## src/rtl/lsh_pkg.sv

```systemverilog
// ----------------------------------------------------------------------------
// lsh_pkg
// Shared types, constants and the mix row function for the string hash.
// ----------------------------------------------------------------------------
package lsh_pkg;

    localparam int WORD_W      = 32;
    localparam int BLOCK_BYTES = 12;
    localparam int FILL_W      = $clog2(BLOCK_BYTES + 1);
    localparam int MIX_ROWS    = 9;
    localparam int ROW_W       = $clog2(MIX_ROWS);

    localparam logic [WORD_W-1:0] INIT_A = 32'h0000_0000;
    localparam logic [WORD_W-1:0] INIT_B = 32'hDEAD_BEAD;
    localparam logic [WORD_W-1:0] INIT_C = 32'hCAFE_B00B;

    // Where the final add takes its a/b/c from
    localparam int SRC_W = 2;
    localparam logic [SRC_W-1:0] SRC_INIT  = 2'd0;  // no block mixed in this string
    localparam logic [SRC_W-1:0] SRC_CHAIN = 2'd1;  // chaining register
    localparam logic [SRC_W-1:0] SRC_OWN   = 2'd2;  // block mixed by this same job

    typedef struct packed {
        logic [WORD_W-1:0] a;
        logic [WORD_W-1:0] b;
        logic [WORD_W-1:0] c;
    } words_t;

    // Side information that travels with a job through the block mixer
    typedef struct packed {
        logic              is_block;
        logic              is_final;
        logic [SRC_W-1:0]  sel;
        logic [WORD_W-1:0] fa;
        logic [WORD_W-1:0] fb;
        logic [WORD_W-1:0] fc;     // tail word for c plus total length
    } job_tag_t;

    localparam words_t INIT_WORDS = '{a: INIT_A, b: INIT_B, c: INIT_C};

    // One row of the mix. Row 3 is the odd one: a-=b; b-=a; a^=c>>12.
    function automatic words_t mix_row(input logic [ROW_W-1:0] row, input words_t w);
        logic [WORD_W-1:0] a;
        logic [WORD_W-1:0] b;
        logic [WORD_W-1:0] c;
        words_t            r;
        begin
            a = w.a;
            b = w.b;
            c = w.c;
            case (row)
                4'd0: a = (a - b - c) ^ (c >> 13);
                4'd1: b = (b - c - a) ^ (a << 8);
                4'd2: c = (c - a - b) ^ (b >> 13);
                4'd3:
                begin
                    a = a - b;
                    b = b - a;
                    a = a ^ (c >> 12);
                end
                4'd4: b = (b - c - a) ^ (a << 16);
                4'd5: c = (c - a - b) ^ (b >> 5);
                4'd6: a = (a - b - c) ^ (c >> 3);
                4'd7: b = (b - c - a) ^ (a << 10);
                4'd8: c = (c - a - b) ^ (b >> 15);
                default: ;
            endcase
            r.a = a;
            r.b = b;
            r.c = c;
            return r;
        end
    endfunction

endpackage

```

## src/rtl/lsh_mixer.sv

```systemverilog
// ----------------------------------------------------------------------------
// lsh_mixer
// Nine-stage mix pipeline, one mix row per stage, with a side tag per stage.
// ----------------------------------------------------------------------------
module lsh_mixer
(
    input  logic                clk,
    input  logic                rst_n,
    input  logic                adv,
    input  logic                in_valid,
    input  lsh_pkg::words_t     in_abc,
    input  lsh_pkg::job_tag_t   in_tag,
    output logic                out_valid,
    output lsh_pkg::words_t     out_abc,
    output lsh_pkg::job_tag_t   out_tag
);

    logic              vld_reg  [lsh_pkg::MIX_ROWS];
    lsh_pkg::words_t   abc_reg  [lsh_pkg::MIX_ROWS];
    lsh_pkg::words_t   abc_next [lsh_pkg::MIX_ROWS];
    lsh_pkg::job_tag_t tag_reg  [lsh_pkg::MIX_ROWS];

    assign abc_next[0] = lsh_pkg::mix_row(lsh_pkg::ROW_W'(0), in_abc);

    for (genvar k = 1; k < lsh_pkg::MIX_ROWS; k++)
    begin : g_row
        assign abc_next[k] = lsh_pkg::mix_row(lsh_pkg::ROW_W'(k), abc_reg[k-1]);
    end

    always_ff @(posedge clk or negedge rst_n)
    begin
        if (!rst_n)
        begin
            for (int k = 0; k < lsh_pkg::MIX_ROWS; k++)
            begin
                vld_reg[k] <= 1'b0;
            end
        end
        else if (adv)
        begin
            vld_reg[0] <= in_valid;
            for (int k = 1; k < lsh_pkg::MIX_ROWS; k++)
            begin
                vld_reg[k] <= vld_reg[k-1];
            end
        end
    end

    always_ff @(posedge clk)
    begin
        if (adv)
        begin
            tag_reg[0] <= in_tag;
            for (int k = 0; k < lsh_pkg::MIX_ROWS; k++)
            begin
                abc_reg[k] <= abc_next[k];
            end
            for (int k = 1; k < lsh_pkg::MIX_ROWS; k++)
            begin
                tag_reg[k] <= tag_reg[k-1];
            end
        end
    end

    assign out_valid = vld_reg[lsh_pkg::MIX_ROWS-1];
    assign out_abc   = abc_reg[lsh_pkg::MIX_ROWS-1];
    assign out_tag   = tag_reg[lsh_pkg::MIX_ROWS-1];

endmodule

```

## config.mk

```make
export PLATFORM = sky130hd
export DESIGN_NAME = lsh_mixer
export DESIGN_NICKNAME = d
export VERILOG_FILES = /design/src/rtl/lsh_pkg.sv /design/src/rtl/lsh_mixer.sv
export SDC_FILE = /design/constraint.sdc
export NUM_CORES = 2
export LEC_CHECK = 0
export BUFFER_PORTS_ARGS = -buffer_cell sky130_fd_sc_hd__buf_2
export CAP_MARGIN = 10
export CORE_MARGIN = 2
export CORE_UTILIZATION = 62
export DETAILED_ROUTE_END_ITERATION = 7
export PLACE_DENSITY = 0.92
export SYNTH_ARGS = -nofsm -noshare
export SYNTH_HDL_FRONTEND = slang
export SYNTH_SLANG_ARGS = --single-unit
```

## constraint.sdc

```tcl
create_clock -name clk -period 10.3 [get_ports clk]
set_clock_uncertainty 0.15 [all_clocks]
set_input_delay 1.03 -clock clk [delete_from_list [all_inputs] [get_ports clk]]
set_output_delay 1.03 -clock clk [all_outputs]
set_load 0.05 [all_outputs]
```

==> results.json <==
{
  "drv_slew": 0,
  "synth.avg_cell_area_um2": 15.8,
  "fin_nets": 6051,
  "ys_types": 86,
  "cts_buffer_depth": 3,
  "die_x_um": 358,
  "ant_nets": 0,
  "synthToLayoutAreaGrowth_pct": 10.7,
  "die_area_um2": 128000,
  "drtIter0Drc": 3235,
  "synthTopCellsByArea": "edfxtp_1 68%, fa_1 6.3%, ha_1 5.1%",
  "htree_levels": 4,
  "synth_top_area_share_pct": 68.2,
  "hold_violations": 0,
  "slew-limit-headroom_pct": 25.8,
  "setup_tns_ns": 0,
  "root_buffer": "clkbuf_16",
  "crit_required_ns": 10.68,
  "synth_cells": 4910,
  "endpoint_kind": "flop",
  "crit_type": "flop to flop",
  "synth_top_cell_by_area": "edfxtp_1",
  "port_buffers": 396,
  "ys_seq_area_share_pct": 68.4,
  "initial_core_util_pct": 62.6,
  "layout-drive-gt1-share_pct": 13.1,
  "core_region_area_um2": 124000,
  "synth_area_um2": 77700,
  "hp-class": "input pin to flop",
  "ys_ff_latch": 1773,
  "period_share_pct": 58.9,
  "max_freq_ghz": 0.165,
  "clock_sinks": 1773,
  "worstPathArrival_ns": 6.45,
  "synth-edff-count": 1764,
  "cts_buffers": 171,
  "fillers": 7761,
  "drc": 0,
  "worstMarginPinSlew_ns": 1.11,
  "dpl.hpwl_mm": 100,
  "critPathLaunch": "abc_reg[0][256]$_DFFE_PP_",
  "rows": 129,
  "worstPathMaxFanout": 5,
  "timing.rr.end": "abc_reg[0][351]$_DFFE_PP_",
  "syn_nets": 5673,
  "grt_max_degree": 219,
  "r2r_start": "abc_reg[0][256]$_DFFE_PP_",
  "r2r_slack_ns": 4.23,
  "outcome": "finished clean",
  "grt_pass1_wl_mm": 221,
  "clk_latency_ns": 0.82,
  "clk_pin_slew_worst_paths_ns": 0.07,
  "rsz0062_at_grt": "no",
  "drt-wirelength-per-cell_um": 20.2,
  "grt_pass1_vias": 40100,
  "io_pins": 397,
  "routed_wl_mm": 143,
  "crit_path_end": "abc_reg[0][351]$_DFFE_PP_",
  "async_flop_share_pct": 0.508,
  "yosysWarnings": 0,
  "dr.pass1.iters": 5,
  "drv_cap": 0,
  "die_h_um": 358,
  "r2r_cells": 25,
  "place.gp.congestion": 0.893,
  "largest_register_ffs": 900,
  "vias": 38500,
  "cts_resized": 0,
  "cts_tree": "yes",
  "via_per_inst": 5.44,
  "synthFlopType": "edfxtp_1",
  "critPathLaunchType": "flop",
  "grt_use_total_pct": 22.7,
  "setup_viol": 0,
  "period_minus_slack_ns": 6.07,
  "antenna_found_initial": 5,
  "overflow": 0
}
[Yosys cell counts (15+ instances only)]
cell type and instances:
nor2b_1 29, a21boi_0 16, a21o_1 118, xnor2_1 383, o21ai_0 112, a21oi_1 224
ha_1 318, nand3_1 40, nor3_1 42, a211oi_1 15, nor2_1 130, o21bai_1 40
and3_1 19, xor2_1 134, nand2b_1 35, buf_4 196, o21a_1 44, edfxtp_1 1764
fa_1 245, inv_1 620, o211ai_1 21, nand2_1 138, a31oi_1 22
[repair_timing]
item                       in CTS  in global routing
buffers inserted                0                  0
hold buffers                    1                  0
hold endpoints to repair        9                  0
setup endpoints to repair       0                  0
[area by class of cell]
| cell class | count | area, um2 | share of cell area [%] |
|---|---|---|---|
| tap | 1637 | 2050 | 2.38 |
| antenna | 2 | 5.00 | 0.00582 |
| inverter | 620 | 2330 | 2.70 |
| clock buffer | 214 | 4460 | 5.18 |
| timing repair buffer | 413 | 2180 | 2.53 |
| clock inverter | 102 | 1190 | 1.38 |
| sequential | 1773 | 53200 | 61.8 |
| multi-input combinational | 2309 | 20700 | 24.0 |
[routing by layer]
layer	routed length [um]	GRT usage, %	share of wire (%)	vias to the layer above
li1	-	-	-	18100
met1	56400	28.6	40	18800
met2	73900	39.5	52	1251
met3	6730	3.49	4.7	317
met4	5660	9.54	4.0	0
met5	0	0	0	-
[critical path: stages, from the launching register on]
cell	delay (ns)
edfxtp_1	0.39
inv_1	0.07
ha_1	0.15
inv_1	0.06
fa_1	0.43
a211oi_2	0.27
o21ai_0	0.12
a21oi_1	0.24
nor2b_1	0.07
o21ai_0	0.12
nor2b_1	0.17
xor2_1	0.26
ha_1	0.26
nand4_1	0.25
nor3_1	0.24
o211ai_1	0.14
a211oi_1	0.43
o22ai_1	0.14
maj3_1	0.41
maj3_1	0.36
o21ai_1	0.29
a221o_1	0.26
o2111ai_1	0.12
nand4_1	0.16
o41ai_2	0.09
xnor2_1	0.14
[worst min-delay path by stage]
stage	startpoint	endpoint	slack (ns)	depth (start not counted)
floorplan	abc_reg[0][192]$_DFFE_PP_	abc_reg[0][288]$_DFFE_PP_	0.25	0
global placement	tag_reg[0][336]$_DFFE_PP_	tag_reg[0][436]$_DFFE_PP_	0.25	0
detailed placement	tag_reg[0][40]$_DFFE_PP_	tag_reg[0][140]$_DFFE_PP_	0.25	0
CTS	in_tag[66]	tag_reg[0][66]$_DFFE_PP_	0.16	1
global route	in_tag[66]	tag_reg[0][66]$_DFFE_PP_	0.18	1
finish	in_tag[66]	tag_reg[0][66]$_DFFE_PP_	0.23	1
[placed cells by master, fill, tap and decap left out, types with 42 or more instances in the layout]
cell type,count
edfxtp_1,1764
inv_1,620
buf_2,395
xnor2_1,383
ha_1,318
fa_1,245
a21oi_1,224
clkbuf_16,172
nand2_1,138
xor2_1,134
nor2_1,130
a21o_1,118
o21ai_0,112
o21a_1,44
nor3_1,42
clkbuf_1,42
[metrics by stage]
step / worst slack [ns] / cells / area, um2 / utilization, % / hold WS [ns]
floorplan: 4.78 / 4910 / 77700 / - / 0.250
global placement: 4.27 / 6751 / 80400 / 64.8 / 0.250
detailed placement: 4.23 / 6751 / 80400 / 64.8 / 0.255
CTS: 4.22 / 7068 / 86100 / 69.3 / 0.158
global route: 3.72 / 7070 / 86100 / 69.3 / 0.176
finish: 4.23 / 7070 / 86100 / 69.3 / 0.227
[kinds of logic after synthesis]
kind of cell	Yosys count	share of synthesized area [%]
AOI/OAI and AO/OA	702	5.84
xor gates and xnor gates	518	5.85
adders and majority gates	575	11.6
buffers and inverters	828	4.97
DFF	1773	68.4
muxes	11	0.156
and+or+nand+nor	503	3.14
Power is left out: the tool's default activity adds up to more than one toggle a clock period on the data nets, which glitch-free logic cannot reach.
