--- config.mk ---
export PLATFORM = sky130hd
export DESIGN_NAME = lsh_gather
export DESIGN_NICKNAME = d
export VERILOG_FILES = /design/src/rtl/lsh_pkg.sv /design/src/rtl/lsh_gather.sv
export SDC_FILE = /design/constraint.sdc
export NUM_CORES = 1
export LEC_CHECK = 0
export BUFFER_PORTS_ARGS = -buffer_cell sky130_fd_sc_hd__buf_2
export CORE_MARGIN = 4
export CORE_UTILIZATION = 35
export DETAILED_ROUTE_END_ITERATION = 10
export SETUP_SLACK_MARGIN = 0.5
export SLEW_MARGIN = 20
export SYNTH_ARGS = -nofsm -noshare
export SYNTH_HDL_FRONTEND = slang
export SYNTH_SLANG_ARGS = --single-unit
export TNS_END_PERCENT = 100
--- constraint.sdc ---
create_clock -name clk -period 5 [get_ports clk]
set_input_delay 0.25 -clock clk [delete_from_list [all_inputs] [get_ports clk]]
set_output_delay 0.25 -clock clk [all_outputs]
set_load 0.005 [all_outputs]
--- src/rtl/lsh_pkg.sv ---
// ----------------------------------------------------------------------------
// lsh_pkg
// Shared types, constants and the mix row function for the string hash.
// ----------------------------------------------------------------------------
package lsh_pkg;

    localparam int WORD_W      = 32;
    localparam int BLOCK_BYTES = 12;
    localparam int FILL_W      = $clog2(BLOCK_BYTES + 1);
    localparam int MIX_ROWS    = 9;
    localparam int ROW_W       = $clog2(MIX_ROWS);

    localparam logic [WORD_W-1:0] INIT_A = 32'h0000_0000;
    localparam logic [WORD_W-1:0] INIT_B = 32'hDEAD_BEAD;
    localparam logic [WORD_W-1:0] INIT_C = 32'hCAFE_B00B;

    // Where the final add takes its a/b/c from
    localparam int SRC_W = 2;
    localparam logic [SRC_W-1:0] SRC_INIT  = 2'd0;  // no block mixed in this string
    localparam logic [SRC_W-1:0] SRC_CHAIN = 2'd1;  // chaining register
    localparam logic [SRC_W-1:0] SRC_OWN   = 2'd2;  // block mixed by this same job

    typedef struct packed {
        logic [WORD_W-1:0] a;
        logic [WORD_W-1:0] b;
        logic [WORD_W-1:0] c;
    } words_t;

    // Side information that travels with a job through the block mixer
    typedef struct packed {
        logic              is_block;
        logic              is_final;
        logic [SRC_W-1:0]  sel;
        logic [WORD_W-1:0] fa;
        logic [WORD_W-1:0] fb;
        logic [WORD_W-1:0] fc;     // tail word for c plus total length
    } job_tag_t;

    localparam words_t INIT_WORDS = '{a: INIT_A, b: INIT_B, c: INIT_C};

    // One row of the mix. Row 3 is the odd one: a-=b; b-=a; a^=c>>12.
    function automatic words_t mix_row(input logic [ROW_W-1:0] row, input words_t w);
        logic [WORD_W-1:0] a;
        logic [WORD_W-1:0] b;
        logic [WORD_W-1:0] c;
        words_t            r;
        begin
            a = w.a;
            b = w.b;
            c = w.c;
            case (row)
                4'd0: a = (a - b - c) ^ (c >> 13);
                4'd1: b = (b - c - a) ^ (a << 8);
                4'd2: c = (c - a - b) ^ (b >> 13);
                4'd3:
                begin
                    a = a - b;
                    b = b - a;
                    a = a ^ (c >> 12);
                end
                4'd4: b = (b - c - a) ^ (a << 16);
                4'd5: c = (c - a - b) ^ (b >> 5);
                4'd6: a = (a - b - c) ^ (c >> 3);
                4'd7: b = (b - c - a) ^ (a << 10);
                4'd8: c = (c - a - b) ^ (b >> 15);
                default: ;
            endcase
            r.a = a;
            r.b = b;
            r.c = c;
            return r;
        end
    endfunction

endpackage

--- src/rtl/lsh_gather.sv ---
// ----------------------------------------------------------------------------
// lsh_gather
// Byte collection: block buffer, fill and length counts, job register.
// ----------------------------------------------------------------------------
module lsh_gather
(
    input  logic                                  clk,
    input  logic                                  rst_n,
    input  logic                                  adv,
    input  logic                                  item_valid,
    input  logic [7:0]                            data_byte,
    input  logic                                  has_byte,
    input  logic                                  last,
    input  lsh_pkg::words_t                       chain,
    output logic                                  job_valid,
    output lsh_pkg::words_t                       job_abc,
    output lsh_pkg::job_tag_t                     job_tag
);

    logic [7:0]                      blk_reg [lsh_pkg::BLOCK_BYTES];
    logic [7:0]                      cur     [lsh_pkg::BLOCK_BYTES];
    logic [7:0]                      tb      [lsh_pkg::BLOCK_BYTES-1];
    logic [lsh_pkg::FILL_W-1:0]      fill_reg;
    logic [lsh_pkg::FILL_W-1:0]      fill_next;
    logic [lsh_pkg::FILL_W-1:0]      cnt;
    logic [lsh_pkg::FILL_W-1:0]      tail_cnt;
    logic [lsh_pkg::WORD_W-1:0]      len_reg;
    logic [lsh_pkg::WORD_W-1:0]      len_next;
    logic [lsh_pkg::WORD_W-1:0]      len_inc;
    logic                            seen_reg;
    logic                            seen_next;
    logic                            accept;
    logic                            block_done;
    lsh_pkg::words_t                 base;
    lsh_pkg::words_t                 abc_next;
    lsh_pkg::job_tag_t               tag_next;
    logic                            job_valid_reg;
    logic                            job_valid_next;
    lsh_pkg::words_t                 job_abc_reg;
    lsh_pkg::job_tag_t               job_tag_reg;

    assign accept = item_valid && adv;

    always_comb
    begin
        for (int i = 0; i < lsh_pkg::BLOCK_BYTES; i++)
        begin
            cur[i] = (has_byte && fill_reg == lsh_pkg::FILL_W'(i)) ? data_byte : blk_reg[i];
        end
        block_done = has_byte && (fill_reg == lsh_pkg::FILL_W'(lsh_pkg::BLOCK_BYTES - 1));
        cnt        = fill_reg + lsh_pkg::FILL_W'(has_byte);
        tail_cnt   = block_done ? '0 : cnt;
        for (int i = 0; i < lsh_pkg::BLOCK_BYTES - 1; i++)
        begin
            tb[i] = (lsh_pkg::FILL_W'(i) < tail_cnt) ? cur[i] : 8'h00;
        end
        len_inc = len_reg + lsh_pkg::WORD_W'(has_byte);

        // block add onto chain (or the start values for a string's first block)
        base       = seen_reg ? chain : lsh_pkg::INIT_WORDS;
        abc_next.a = base.a + {cur[3], cur[2], cur[1], cur[0]};
        abc_next.b = base.b + {cur[7], cur[6], cur[5], cur[4]};
        abc_next.c = base.c + {cur[11], cur[10], cur[9], cur[8]};

        tag_next.is_block = block_done;
        tag_next.is_final = last;
        if (block_done)
            tag_next.sel = lsh_pkg::SRC_OWN;
        else if (seen_reg)
            tag_next.sel = lsh_pkg::SRC_CHAIN;
        else
            tag_next.sel = lsh_pkg::SRC_INIT;
        tag_next.fa = {tb[3], tb[2], tb[1], tb[0]};
        tag_next.fb = {tb[7], tb[6], tb[5], tb[4]};
        tag_next.fc = {tb[10], tb[9], tb[8], 8'h00} + len_inc;

        job_valid_next = accept && (block_done || last);

        fill_next = fill_reg;
        len_next  = len_reg;
        seen_next = seen_reg;
        if (accept)
        begin
            if (last)
            begin
                fill_next = '0;
                len_next  = '0;
                seen_next = 1'b0;
            end
            else
            begin
                fill_next = block_done ? '0 : cnt;
                len_next  = len_inc;
                seen_next = seen_reg || block_done;
            end
        end
    end

    always_ff @(posedge clk or negedge rst_n)
    begin
        if (!rst_n)
        begin
            fill_reg      <= '0;
            len_reg       <= '0;
            seen_reg      <= 1'b0;
            job_valid_reg <= 1'b0;
        end
        else
        begin
            fill_reg <= fill_next;
            len_reg  <= len_next;
            seen_reg <= seen_next;
            if (adv)
                job_valid_reg <= job_valid_next;
        end
    end

    always_ff @(posedge clk)
    begin
        if (accept && has_byte)
            blk_reg[fill_reg] <= data_byte;
        if (adv)
        begin
            job_abc_reg <= abc_next;
            job_tag_reg <= tag_next;
        end
    end

    assign job_valid = job_valid_reg;
    assign job_abc   = job_abc_reg;
    assign job_tag   = job_tag_reg;

endmodule

==> impl_metrics.py <==
metrics = {
    "run_status": {
        "status": "completed",
    },
    "detailed_routing": {
        "drc_errors": 0,
        "wl_um": 55100,
        "met2_length_um": 25800,
        "drt_iter0_markers": 874,
        "antenna_left": 0,
        "met1_length_um": 24800,
        "vias": 14208,
        "highest_layer": "met5",
        "vias_per_cell": 5.15,
        "routedWlPerCell_um": 20.0,
        "met3RoutedLength_um": 3170,
        "drt_first_pass_iters": 5,
    },
    "finish": {
        "largest_register_ffs": 100,
        "fin_util_pct": 42.7,
        "drive_above_1_share_pct": 24.7,
        "nets": 2260,
        "regArea_um2": 9720,
        "synthToLayoutAreaGrowth_pct": 20.2,
        "fillers": 5154,
        "multi_input_area_um2": 9130,
        "fin_cells": 2757,
        "stdcell_area_um2": 23100,
    },
    "sta": {
        "fmax_ghz": 0.232,
        "fin_crit_ps": 4310,
        "finalSetupViolCount": 0,
        "worst_pin_slew_ps": 1090,
        "worst_slack_ps": 692,
        "hold_viol": 0,
        "skew_ps": 19.4,
        "setup_tns_ps": 0,
        "fin_crit_sh_pct": 86.2,
        "rsz0062_at_grt": "false",
        "finalHoldWorstSlack_ps": 66.8,
        "finalMaxSlewViolations": 0,
        "relSlewSlack_pct": 27.6,
    },
    "synth": {
        "synth_edf_count": 292,
        "synth_warnings": 0,
        "ys_async_sr_fraction_pct": 11.5,
        "synth_top_area_share_pct": 45.7,
        "synth_top_area_cell": "edfxtp_1",
        "ys_ff_latch": 330,
        "dominantRegCellSynth": "edfxtp_1",
        "synth_area_leaders": "edfxtp_1 (46%), ha_1 (7.8%), dfrtp_1 (5.0%)",
        "synth_cells": 1699,
        "synth_nets": 1933,
        "yosysSeqAreaShare_pct": 50.7,
        "yosysUniqueCellTypes": 71,
        "avgSynthCellArea_um2": 11.3,
        "synth.cell_area_um2": 19200,
    },
    "critical_path": {
        "r2r_start": "fill_reg[0]$_DFFE_PN0P_",
        "worstSetupEndpointType": "flop",
        "critPathRequiredTime_ps": 5310,
        "worstSetupStartpoint": "fill_reg[0]$_DFFE_PN0P_",
        "worstPathMaxFanout": 9,
        "criticalPathCategory": "flop to flop",
        "worstPathArrival_ps": 4610,
        "worst-r2r-cell-count": 14,
        "start_kind": "flop",
    },
    "clock_tree": {
        "clkTransAtPathRegs_ps": 60,
        "clockBufferDepth": 3,
        "clock_latency_ps": 560,
        "root_buffer": "clkbuf_16",
        "htreeDepth": 2,
        "cts_buffers": 40,
        "cts_tree": "built",
        "clock-sinks": 330,
    },
    "power_and_ir_drop": {
        "ir_drop_mv": 0.228,
        "p_clk_share_pct": 45.6,
        "power.total_mw": 6.58,
        "switching_share_pct": 22.8,
        "p_sw_mw": 1.50,
        "powerDensity_nw_per_um2": 285,
        "pwr-share-seq_pct": 47.7,
        "intPower_mw": 5.08,
        "comb_power_share_pct": 6.7,
        "p_leak_nw": 9.83,
    },
    "grt": {
        "grt_pass1_vias": 14522,
        "grt_pass1_wl_um": 84600,
        "track_usage_pct": 18.2,
        "grt.overflow.total": 0,
        "antenna_found_initial": 7,
        "grt_max_degree": 77,
    },
    "floorplanning": {
        "die_area_um2": 58600,
        "io_pins": 307,
        "die_h_um": 242,
        "floorplan.initialDensity_pct": 35.5,
        "coreArea_um2": 54000,
        "floorplan.die.width_um": 242,
        "rows": 85,
    },
    "placed_design": {
        "place_area_um2": 21600,
        "place_congestion": 0.857,
        "dpl_worst_slack_ps": 547,
        "post-dp-hpwl_um": 40100,
        "placed_cells_incl_taps": 2674,
        "port_buffers": 306,
    },
    "run": {
        "cap_violations": 0,
    },
    "worst_hold_path": {
        "hp-class": "input pin to flop",
        "min_from": "item_valid",
        "hold_depth": 3,
    },
}
==> logic make-up after synthesis <==
family          count (synthesis)  share of synthesized area, %
simple gates                  482                          12.6
compound gates                427                          14.9
flops                         330                          50.7
xor+xnor                      140                          6.39
fa+ha+maj                     124                          8.24
buf+inv                       106                          2.13
mux                            90                          5.15
==> worst max-delay path, stage by stage, from the launching register on <==
cell	delay (ps)
dfrtp_1	440
nor3b_2	320
nand2_2	230
mux2_2	350
ha_1	250
fa_1	410
a21oi_1	230
o31ai_1	140
a21oi_1	270
o31ai_1	200
o41a_1	460
a31oi_1	300
nor2_1	110
a41oi_1	280
xnor2_1	90
==> final timing paths <==
check	slack (ps)	to
hold / removal	70	seen_reg$_DFFE_PN0P_
min in group asynchronous	240	len_reg[22]$_DFFE_PN0P_
max in group asynchronous	4320	seen_reg$_DFFE_PN0P_
hold reg to reg	490	len_reg[0]$_DFFE_PN0P_
setup reg to reg	690	job_abc[30]$_DFFE_PP_
setup / recovery	690	job_abc[30]$_DFFE_PP_
==> power groups by stage <==
| stage | Clock (mW) | Combinational [mW] | Sequential, mW |
|---|---|---|---|
| 2_1_floorplan | 0 | 0.166 | 3.19 |
| 3_3_place_gp | 0 | 0.438 | 3.19 |
| 3_5_place_dp | 0 | 0.443 | 3.19 |
| 4_1_cts | 3.08 | 0.447 | 3.14 |
| 5_1_grt | 3.21 | 0.487 | 3.14 |
| 6_report | 3.00 | 0.439 | 3.14 |
==> timing repair <==
| action | in CTS | in global routing |
|---|---|---|
| endpoints found under the setup margin | 0 | 31 |
| setup buffers | 0 | 5 |
| endpoints found under the hold margin | 38 | 0 |
| hold buffers | 1 | 0 |
| gates resized for setup | 0 | 9 |
==> cell usage in the layout, fill, tap and decap left out, types with 38 or more instances in the layout <==
cell type and n:
and2_1 71, nand2_1 111, edfxtp_1 292, nor2_1 114
buf_2 304, a21o_1 65, inv_1 49, mux2_2 69
o21ai_0 85, ha_1 120, xor2_1 55, clkbuf_16 41
a21oi_1 111, xnor2_1 85, nand2b_1 53, nor2b_1 38
==> layer usage <==
| metal | track usage [%] | vias up |
|---|---|---|
| met5 | 0 | - |
| met1 | 24.4 | 6802 |
| met4 | 4.88 | 6 |
| li1 | - | 6921 |
| met2 | 30.0 | 395 |
| met3 | 4.07 | 84 |
==> Yosys cell counts, drive strengths merged, types with 38 or more instances <==
library cell	instances
mux2	69
nor2	114
and2	71
xor2	55
xnor2	85
nand2	114
nor2b	38
o21ai	88
clkbuf	47
dfrtp	38
a21o	68
inv	50
a21oi	113
nand2b	53
ha	120
edfxtp	292
==> layout make-up <==
class                      instances  area share (%)
sequential                       330            42.1
multi-input combinational       1263            39.6
timing repair buffer             340            7.81
clock buffer                      51            4.74
tap                              696            3.78
clock inverter                    21            1.07
inverter                          51           0.830
antenna                            5          0.0542
Power figures use the tool's default switching activity.
